File: config.mk
export PLATFORM = sky130hd
export DESIGN_NAME = half_rgb_reinhard_to_rgba8
export DESIGN_NICKNAME = d
export VERILOG_FILES = /design/src/hdl/rhr_pkg.sv /design/src/hdl/rhr_chan.sv /design/src/hdl/half_rgb_reinhard_to_rgba8.sv
export VERILOG_INCLUDE_DIRS = /design/src /design/src/hdl
export SDC_FILE = /design/constraint.sdc
export NUM_CORES = 2
export LEC_CHECK = 0
export BUFFER_PORTS_ARGS = -buffer_cell sky130_fd_sc_hd__buf_2
export CAP_MARGIN = 30
export CELL_PAD_IN_SITES_DETAIL_PLACEMENT = 1
export CELL_PAD_IN_SITES_GLOBAL_PLACEMENT = 2
export CORE_ASPECT_RATIO = 0.5
export CORE_MARGIN = 8
export CORE_UTILIZATION = 44
export CTS_CLUSTER_SIZE = 24
export DETAILED_ROUTE_END_ITERATION = 8
export PLACE_DENSITY = 0.86
export RECOVER_POWER = 50
export SLEW_MARGIN = 30
export SYNTH_ARGS = -nofsm -noshare
export SYNTH_HDL_FRONTEND = slang
export SYNTH_SLANG_ARGS = --single-unit
File: constraint.sdc
create_clock -name clk -period 10 [get_ports clk]
set_input_delay 2 -clock clk [delete_from_list [all_inputs] [get_ports clk]]
set_output_delay 2 -clock clk [all_outputs]
set_load 0.01 [all_outputs]
File: src/hdl/half_rgb_reinhard_to_rgba8_defines.svh
// Assertion macros shared by the tonemap pipeline modules.
// Needs a clock named clk and an active-low reset named rst_n in scope.
`ifndef HALF_RGB_REINHARD_TO_RGBA8_DEFINES_SVH
`define HALF_RGB_REINHARD_TO_RGBA8_DEFINES_SVH

// Same-cycle implication
`define RHR_ASSERT_NOW(label, ante, cons, msg) \
    label: assert property (@(posedge clk) disable iff (!rst_n) (ante) |-> (cons)) \
        else $error(msg);

// Next-cycle implication
`define RHR_ASSERT_NEXT(label, ante, cons, msg) \
    label: assert property (@(posedge clk) disable iff (!rst_n) (ante) |=> (cons)) \
        else $error(msg);

`endif

File: src/hdl/rhr_pkg.sv
// Constants for the half-float Reinhard tonemap pipeline.
// No dependencies.
`timescale 1ns / 1ps

package rhr_pkg;

    localparam int HALF_W     = 16;
    localparam int EXP_W      = 5;
    localparam int MANT_W     = 10;
    localparam logic [EXP_W-1:0] EXP_MAX = 5'h1F;

    // Magnitude in units of 2^-24: at most 2047 << 29, fits 40 bits
    localparam int N_W        = 40;
    localparam int UNIT_SHIFT = 24;
    // Dividend 511*N + 2^24 and divisor 2^25 + 2*N
    localparam int NUM_W      = 49;
    localparam int DEN_W      = 42;

    localparam int CH_W       = 8;
    localparam logic [CH_W-1:0] CH_MAX = 8'hFF;
    localparam logic [CH_W-1:0] ALPHA  = 8'hFF;

    localparam int BITS_PER_STAGE = 2;

endpackage

File: src/hdl/rhr_chan.sv
// One channel of the tonemap: half decode, dividend/divisor setup and a
// pipelined restoring divider. Depends on rhr_pkg and the defines header.
`timescale 1ns / 1ps
`include "half_rgb_reinhard_to_rgba8_defines.svh"

module rhr_chan #(
    parameter int BITS_PER_STAGE = rhr_pkg::BITS_PER_STAGE
) (
    input  logic                          clk,
    input  logic                          rst_n,
    input  logic                          in_valid,
    input  logic [rhr_pkg::HALF_W-1:0]    half_in,
    output logic                          out_valid,
    output logic [rhr_pkg::CH_W-1:0]      q_out
);

    localparam int STAGES = rhr_pkg::CH_W / BITS_PER_STAGE;

    // Decode stage
    logic                       a_valid_reg;
    logic [rhr_pkg::N_W-1:0]    a_n_reg, a_n_next;
    logic                       a_zero_reg, a_zero_next;
    logic                       a_max_reg, a_max_next;

    // Divider stages; index 0 holds the setup
    logic                          d_valid_reg [0:STAGES];
    logic [rhr_pkg::NUM_W-1:0]     d_rem_reg   [0:STAGES];
    logic [rhr_pkg::NUM_W-1:0]     d_rem_next  [0:STAGES];
    logic [rhr_pkg::DEN_W-1:0]     d_den_reg   [0:STAGES];
    logic [rhr_pkg::DEN_W-1:0]     d_den_next  [0:STAGES];
    logic [rhr_pkg::CH_W-1:0]      d_q_reg     [0:STAGES];
    logic [rhr_pkg::CH_W-1:0]      d_q_next    [0:STAGES];
    logic                          d_zero_reg  [0:STAGES];
    logic                          d_max_reg   [0:STAGES];

    // Half decode to magnitude and special flags
    always_comb
    begin
        logic [rhr_pkg::EXP_W-1:0]  e;
        logic [rhr_pkg::MANT_W-1:0] m;
        e = half_in[rhr_pkg::HALF_W-2 -: rhr_pkg::EXP_W];
        m = half_in[rhr_pkg::MANT_W-1:0];
        if (e == '0)
        begin
            a_n_next = rhr_pkg::N_W'(m);
        end
        else
        begin
            a_n_next = rhr_pkg::N_W'({1'b1, m}) << (e - 1'b1);
        end
        // positive infinity is max only; NaN, negatives and zero give 0
        a_max_next  = !half_in[rhr_pkg::HALF_W-1] && (e == rhr_pkg::EXP_MAX) && (m == '0);
        a_zero_next = half_in[rhr_pkg::HALF_W-1] || ((e == rhr_pkg::EXP_MAX) && (m != '0))
                      || ((e == '0) && (m == '0));
    end

    // Setup: dividend 511N + 2^24, divisor 2^25 + 2N
    always_comb
    begin
        d_rem_next[0] = (rhr_pkg::NUM_W'(a_n_reg) << 9) - rhr_pkg::NUM_W'(a_n_reg)
                        + (rhr_pkg::NUM_W'(1) << rhr_pkg::UNIT_SHIFT);
        d_den_next[0] = (rhr_pkg::DEN_W'(1) << (rhr_pkg::UNIT_SHIFT + 1))
                        + (rhr_pkg::DEN_W'(a_n_reg) << 1);
        d_q_next[0]   = '0;
    end

    // Quotient bits, most significant first, BITS_PER_STAGE per stage
    for (genvar k = 0; k < STAGES; k++)
    begin : g_div
        always_comb
        begin
            logic [rhr_pkg::NUM_W-1:0] rem_v;
            logic [rhr_pkg::NUM_W-1:0] trial_v;
            logic [rhr_pkg::CH_W-1:0]  q_v;
            rem_v = d_rem_reg[k];
            q_v   = d_q_reg[k];
            for (int j = 0; j < BITS_PER_STAGE; j++)
            begin
                trial_v = rhr_pkg::NUM_W'(d_den_reg[k])
                          << (rhr_pkg::CH_W - 1 - BITS_PER_STAGE * k - j);
                if (rem_v >= trial_v)
                begin
                    rem_v = rem_v - trial_v;
                    q_v[rhr_pkg::CH_W - 1 - BITS_PER_STAGE * k - j] = 1'b1;
                end
            end
            d_rem_next[k+1] = rem_v;
            d_q_next[k+1]   = q_v;
            d_den_next[k+1] = d_den_reg[k];
        end
    end

    // Valid chain
    always_ff @(posedge clk or negedge rst_n)
    begin
        if (!rst_n)
        begin
            a_valid_reg <= 1'b0;
            for (int s = 0; s <= STAGES; s++)
            begin
                d_valid_reg[s] <= 1'b0;
            end
        end
        else
        begin
            a_valid_reg    <= in_valid;
            d_valid_reg[0] <= a_valid_reg;
            for (int s = 1; s <= STAGES; s++)
            begin
                d_valid_reg[s] <= d_valid_reg[s-1];
            end
        end
    end

    // Payload
    always_ff @(posedge clk)
    begin
        a_n_reg       <= a_n_next;
        a_zero_reg    <= a_zero_next;
        a_max_reg     <= a_max_next;
        d_zero_reg[0] <= a_zero_reg;
        d_max_reg[0]  <= a_max_reg;
        for (int s = 0; s <= STAGES; s++)
        begin
            d_rem_reg[s] <= d_rem_next[s];
            d_den_reg[s] <= d_den_next[s];
            d_q_reg[s]   <= d_q_next[s];
        end
        for (int s = 1; s <= STAGES; s++)
        begin
            d_zero_reg[s] <= d_zero_reg[s-1];
            d_max_reg[s]  <= d_max_reg[s-1];
        end
    end

    // Special values override the quotient
    assign out_valid = d_valid_reg[STAGES];
    assign q_out     = d_max_reg[STAGES]  ? rhr_pkg::CH_MAX :
                       d_zero_reg[STAGES] ? '0 : d_q_reg[STAGES];

    `RHR_ASSERT_NOW(a_flags_excl, a_valid_reg, !(a_zero_reg && a_max_reg), "zero and max both set")
    `RHR_ASSERT_NOW(a_rem_bound, d_valid_reg[STAGES],
        d_rem_reg[STAGES] < rhr_pkg::NUM_W'(d_den_reg[STAGES]), "divider remainder not below divisor")
    `RHR_ASSERT_NEXT(a_valid_enter, in_valid, a_valid_reg, "accepted beat not captured")

endmodule

File: src/hdl/half_rgb_reinhard_to_rgba8.sv
// Reinhard tonemap of a binary16 RGB texel to an opaque RGBA8 word, 0xAABBGGRR.
// A beat enters on any cycle with start high; busy never rises, so one texel per clock is
// sustained. Each result appears with done for one cycle, after passing through one
// decode stage, one setup stage, the restoring divider stages and the output register.
// The receiver cannot stall; results must be taken as shown.
// Depends on rhr_pkg, rhr_chan and the defines header.
`timescale 1ns / 1ps
`include "half_rgb_reinhard_to_rgba8_defines.svh"

module half_rgb_reinhard_to_rgba8 #(
    parameter int BITS_PER_STAGE = rhr_pkg::BITS_PER_STAGE
) (
    input  logic                        clk,
    input  logic                        rst_n,
    input  logic                        start,
    output logic                        busy,
    input  logic [rhr_pkg::HALF_W-1:0]  red_half,
    input  logic [rhr_pkg::HALF_W-1:0]  green_half,
    input  logic [rhr_pkg::HALF_W-1:0]  blue_half,
    output logic                        done,
    output logic [31:0]                 lumel_word
);

    logic                      beat;
    logic                      r_valid, g_valid, b_valid;
    logic [rhr_pkg::CH_W-1:0]  r_q, g_q, b_q;
    logic                      done_reg;
    logic [31:0]               lumel_word_reg, lumel_word_next;

    assign busy = 1'b0;
    assign beat = start && !busy;

    rhr_chan #(.BITS_PER_STAGE(BITS_PER_STAGE)) u_red (
        .clk(clk), .rst_n(rst_n), .in_valid(beat), .half_in(red_half),
        .out_valid(r_valid), .q_out(r_q)
    );

    rhr_chan #(.BITS_PER_STAGE(BITS_PER_STAGE)) u_green (
        .clk(clk), .rst_n(rst_n), .in_valid(beat), .half_in(green_half),
        .out_valid(g_valid), .q_out(g_q)
    );

    rhr_chan #(.BITS_PER_STAGE(BITS_PER_STAGE)) u_blue (
        .clk(clk), .rst_n(rst_n), .in_valid(beat), .half_in(blue_half),
        .out_valid(b_valid), .q_out(b_q)
    );

    // Pack channels with opaque alpha
    assign lumel_word_next = {rhr_pkg::ALPHA, b_q, g_q, r_q};

    // Output register
    always_ff @(posedge clk or negedge rst_n)
    begin
        if (!rst_n)
        begin
            done_reg <= 1'b0;
        end
        else
        begin
            done_reg <= r_valid;
        end
    end

    always_ff @(posedge clk)
    begin
        lumel_word_reg <= lumel_word_next;
    end

    assign done       = done_reg;
    assign lumel_word = lumel_word_reg;

    `RHR_ASSERT_NOW(a_lanes_aligned, r_valid || g_valid || b_valid,
        r_valid && g_valid && b_valid, "channel lanes out of step")
    `RHR_ASSERT_NEXT(a_done_follows, r_valid, done, "lane result not strobed")
    `RHR_ASSERT_NOW(a_never_busy, 1'b1, !busy, "busy raised")

endmodule

# --- Word level (Yosys, flattened, before mapping) ---
# Memories as Yosys holds them, arrays and structs flattened.
# Index checks and enable logic that the tools add are counted.
word_totals:
  regBits: 157
  ram_bits: 1515
  input_bits: 51
  out_inout_bits: 34
  elab_cells: 187
  memories: 15
op_classes:
  add_sub_neg: 36
  order_cmp: 24
  eq_ne: 3
  shift: 3
  mux: 54
  reduce_logical: 30
memory_table:
  columns: ["memory", "depth", "word_bits", "rd", "rd_ports_with_merged_regs", "wr", "line_no", "text"]
  rows:
  - ["u_blue.d_rem_reg", 5, 49, 4, 0, 5, "rhr_chan.sv:27", "logic [rhr_pkg::NUM_W-1:0] d_rem_reg [0:STAGES];"]
  - ["u_green.d_rem_reg", 5, 49, 4, 0, 5, "rhr_chan.sv:27", null]
  - ["u_red.d_rem_reg", 5, 49, 4, 0, 5, "rhr_chan.sv:27", null]
  - ["u_blue.d_den_reg", 5, 42, 4, 0, 5, "rhr_chan.sv:29", "logic [rhr_pkg::DEN_W-1:0] d_den_reg [0:STAGES];"]
  - ["u_green.d_den_reg", 5, 42, 4, 0, 5, "rhr_chan.sv:29", null]
  - ["u_red.d_den_reg", 5, 42, 4, 0, 5, "rhr_chan.sv:29", null]
  - ["+9 memories", null, null, null, null, null, null, null]
op_table:
  columns: ["cell", "n"]
  rows:
  - ["49-bit two-way mux", 24]
  - ["49-bit by 25-bit adder with 49-bit output, second input constant", 3]
  - ["49-bit by 42-bit >= comparator with 1-bit output", 3]
  - ["49-bit by 43-bit >= comparator with 1-bit output", 3]
  - ["49-bit by 44-bit >= comparator with 1-bit output", 3]
  - ["49-bit by 45-bit >= comparator with 1-bit output", 3]
  - ["49-bit by 46-bit >= comparator with 1-bit output", 3]
  - ["49-bit by 47-bit >= comparator with 1-bit output", 3]
  - ["49-bit by 48-bit >= comparator with 1-bit output", 3]
  - ["49-bit >= comparator", 3]
  - ["49-bit by 40-bit subtractor with 49-bit output", 3]
  - ["49-bit by 42-bit subtractor with 49-bit output", 3]
  - ["49-bit by 43-bit subtractor with 49-bit output", 3]
  - ["49-bit by 44-bit subtractor with 49-bit output", 3]
  - ["49-bit by 45-bit subtractor with 49-bit output", 3]
  - ["49-bit by 46-bit subtractor with 49-bit output", 3]
  - ["49-bit by 47-bit subtractor with 49-bit output", 3]
  - ["49-bit by 48-bit subtractor with 49-bit output", 3]
  - ["49-bit subtractor", 3]
  - ["26-bit by 41-bit adder with 42-bit output, first input constant", 3]
  - ["11-bit by 5-bit << shifter with 40-bit output", 3]
  - ["10-bit logical NOT", 3]
  - ["10-bit two-way mux", 3]
  - ["10-bit nonzero test", 3]
  - ["8 further kinds", 57]

# --- Longest topological paths before layout ---
# An unclocked memory read counts as a cell.
depth:
  ltp_word: 5
  depth_mapped: 31
  ltp_nobuf: 29

# --- Modules after synthesis ---
# Synthesis repeated with hierarchy kept, for this count alone.
unflattened:
  hier_cells: 12362
  area_unflattened_um2: 100918.0
modules_own_cells:
  columns: ["mod", "n_inst", "cells_each", "area_per_inst_um2", "seq_area_each_um2"]
  rows:
  - ["rhr_chan (u_blue)", 1, 4143, 33637.3, 8718.4]
  - ["rhr_chan (u_red)", 1, 4107, 33354.5, 8718.4]
  - ["rhr_chan (u_green)", 1, 4076, 33345.7, 8718.4]
  - ["half_rgb_reinhard_to_rgba8", 1, 36, 580.6, 505.5]

# --- Least setup slack after synthesis ---
# OpenSTA, ideal clock, no wires.
synth_timing:
  path_type: "reg2reg"
  from: "memory u_red.d_den_reg[0][18] in the netlist's numbering"
  to: "memory u_red.d_rem_reg[0][90] in the netlist's numbering"
  setup_ns: 0.121
  arrival_ns: 6.539
  t_required_ns: 9.879
  slack_ns: 3.340
  path_stages_with_launch: 29
  path_buffers: 3
  period_less_slack_ns: 6.660
  cell_sequence: "dfxtp_1 > inv_1 > ha_1 > and3_1 > a221o_1 > a21o_1 > and2_1 > a31o_2 > nor3_1 > o41ai_1 > o21ai_0 > o211a_1 > clkbuf_1 > clkbuf_1 > o21ai_0 > fa_1 > a21o_1 > a21oi_1 > o21ai_0 > a221oi_1 > o211ai_1 > a211o_1 > nand3_1 > o31a_1 > o31ai_1 > a41o_1 > nor3_2 > buf_2 > mux2_2"
synth_rtl:
  columns: ["element", "line_no"]
  rows:
  - ["from (decl)", "rhr_chan.sv:29"]
  - ["to (decl)", "rhr_chan.sv:27"]

==> flow_metrics.py <==
metrics = {
    "synthesis": {
        "avgSynthCellArea_sq_um": 8.27,
        "synthCells": 11888,
        "yosysTopAreaCell": "dfxtp_1",
        "async_flop_share_pct": 0.532,
        "yosysMostFrequentCell": "dfxtp_1",
        "synth_top_area_share_pct": 26.6,
        "ys_warn_count": 0,
        "synth_edf_count": 0,
        "ys_seq_elements": 1315,
        "ys.flop_type": "dfxtp_1",
        "synth_common_cells": "dfxtp_1 (1308), ha_1 (1234), a21oi_1 (1077), nand2_1 (1000), inv_1 (934)",
        "synth_area_leaders": "dfxtp_1 (27%), ha_1 (16%), xnor2_1 (5.8%), a21oi_1 (5.5%), a21o_1 (4.8%)",
        "synth.distinct_cells": 111,
        "syn_area_sq_mm": 0.0983,
        "yosysSeqAreaShare_pct": 26.8,
    },
    "placement": {
        "hpwl_mm": 264,
        "dp.cells": 14687,
        "port_buffers": 75,
        "place.gp.congestion": 0.908,
        "dpl_worst_slack_ns": 1.37,
    },
    "finish": {
        "fin_nets": 13160,
        "syn_to_final_growth_pct": 8.12,
        "instances_no_fill": 14931,
        "multi_input_comb_area_sq_mm": 0.0672,
        "layout-drive-gt1-share_pct": 7.27,
        "fillCellCount": 26546,
        "regArea_sq_mm": 0.0264,
    },
    "critical_path": {
        "crit_fanout": 41,
        "cpPeakStageDelay_ns": 0.74,
        "worst_setup_path_end_kind": "register",
        "cp-start-kind": "register",
        "reg2reg_depth": 26,
        "cp_data_required_time_ns": 10.65,
        "reg2reg_from": "u_red.d_den_reg[0][86]",
        "r2r-end": "u_red.d_rem_reg[0][185]",
        "path_class": "register to register",
        "slowest_stage": "clkinv_2",
        "arrival_ns": 9.43,
        "reg2reg_slack_ns": 1.22,
    },
    "global_route": {
        "grt_pass1_vias": 87046,
        "overflow": 0,
        "grt_pass1_wl_mm": 501,
        "grt_start_max_net_pins": 79,
        "antenna_found_initial": 19,
        "grt_usage_pct": 25.8,
    },
    "hold_path": {
        "whs_path_depth": 0,
        "holdPathEnd": "u_red.d_max_reg[0][1]",
        "min_from": "u_red.d_max_reg[0][0]",
        "hold_path_class": "register to register",
    },
    "floorplan": {
        "fp-row-count": 122,
        "die_h_um": 350,
        "dieArea_sq_mm": 0.240,
        "io_pins": 85,
        "core_area_sq_mm": 0.222,
        "initial_core_util_pct": 44.3,
        "die_w_um": 684,
    },
    "cts": {
        "cts_root_buf": "clkbuf_16",
        "h-tree-depth": 4,
        "cts_tree": "built",
        "postCtsSetupRepairBufs": 0,
        "cts_buffer_depth": 4,
        "clk_pin_slew_ns": 0.07,
        "cts.repair.resized": 0,
        "clk_latency_ns": 0.81,
        "clock_sinks": 1315,
        "cts_made_buffers": 140,
        "cts_hold_buf": 0,
    },
    "sta": {
        "max_freq_mhz": 114,
        "setup_viol": 0,
        "hold_viol": 0,
        "slew_violations": 0,
        "tightest_slew_ns": 1.25,
        "rsz0062_at_grt": "false",
        "relSlewSlack_pct": 16.7,
        "period_needed_ns": 8.78,
        "fin_setup_tns_ns": 0,
        "fin_skew_ns": 0.0484,
        "fin_crit_sh_pct": 87.8,
        "fin_ws_ns": 1.22,
    },
    "detailed_routing": {
        "drcViolationCount": 0,
        "vias_per_cell": 5.77,
        "ant_nets": 0,
        "first_pass_iters": 5,
        "wl_mm": 322,
        "vias": 86169,
        "dr.first_iter.drc_count": 5664,
        "wire_per_inst_um": 21.5,
    },
    "outcome": {
        "status": "finished clean",
    },
    "run": {
        "drv_cap": 0,
    },
}
==> layer usage <==
metal	routed length, um	up-vias	global-route usage (%)
li1	-	42444	-
met1	165000	41678	38.5
met2	134000	1674	40.0
met3	15700	373	2.73
met4	6470	0	5.16
met5	0	-	0
==> kinds of logic after synthesis <==
group                    synth area share [%]
other                                 0.00764
XOR/XNOR                                 8.27
multiplexers                             5.88
AND/OR/NAND/NOR                          14.9
AO/OA/AOI/OAI                            23.1
flip-flops                               26.8
adder cells (fa/ha/maj)                  16.1
buffers and inverters                    4.87
==> worst max-delay path, delay by kind of cell (launching register included) <==
| family | cells | cell delay (ns) |
|---|---|---|
| AO/OA/AOI/OAI | 14 | 3.80 |
| buffers and inverters | 4 | 1.81 |
| multiplexers | 2 | 1.01 |
| AND/OR/NAND/NOR | 4 | 0.96 |
| adder cells (fa/ha/maj) | 2 | 0.67 |
| flip-flops | 1 | 0.34 |
==> area by class of cell <==
type / count / area share, %
diodes: 8 / 0.0188
clock buffers: 174 / 3.63
clock inverters: 61 / 0.811
inverters: 941 / 3.33
multi-input cells: 9347 / 63.3
flip-flops and latches: 1315 / 24.8
well taps: 2976 / 3.50
repair buffers: 109 / 0.609
==> through the flow <==
step           instance area (sq um)  hold WS, ns  util [%]
2_1_floorplan                  98300        0.310         -
3_3_place_gp                  101000        0.310      45.8
3_5_place_dp                  101000        0.313      45.8
4_1_cts                       106000        0.327      47.9
5_1_grt                       106000        0.331      47.9
6_report                      106000        0.324      47.9
==> placed cells by master (no fill, tap or decap), drive strengths merged, types with 157 or more instances in the layout <==
master	netlist	layout
o21a	157	157
xor2	277	277
nor2	735	735
nand3	224	224
mux2	420	420
a21o	625	625
nand2	1000	1000
dfxtp	1308	1308
nand4	179	179
xnor2	650	650
inv	939	950
clkbuf	209	179
a21oi	1081	1081
ha	1234	1234
nor3	169	169
o21ai	826	826
==> how the worst max path moves through the flow <==
| stage | start | end | slack, ns | cells past startpoint |
|---|---|---|---|---|
| after floorplan | u_red.d_den_reg[0][18] | u_red.d_rem_reg[0][90] | 3.34 | 28 |
| after global placement | u_red.d_den_reg[0][86] | u_red.d_rem_reg[0][186] | 1.59 | 26 |
| after detailed placement | u_red.d_den_reg[0][86] | u_red.d_rem_reg[0][185] | 1.37 | 26 |
| after CTS | u_red.d_den_reg[0][86] | u_red.d_rem_reg[0][185] | 1.30 | 26 |
| after global routing | u_red.d_den_reg[0][86] | u_red.d_rem_reg[0][184] | 0.84 | 26 |
| final | u_red.d_den_reg[0][86] | u_red.d_rem_reg[0][185] | 1.22 | 26 |
Power is left out: the tool's default activity adds up to more than one toggle a clock period on the data nets, which glitch-free logic cannot reach.
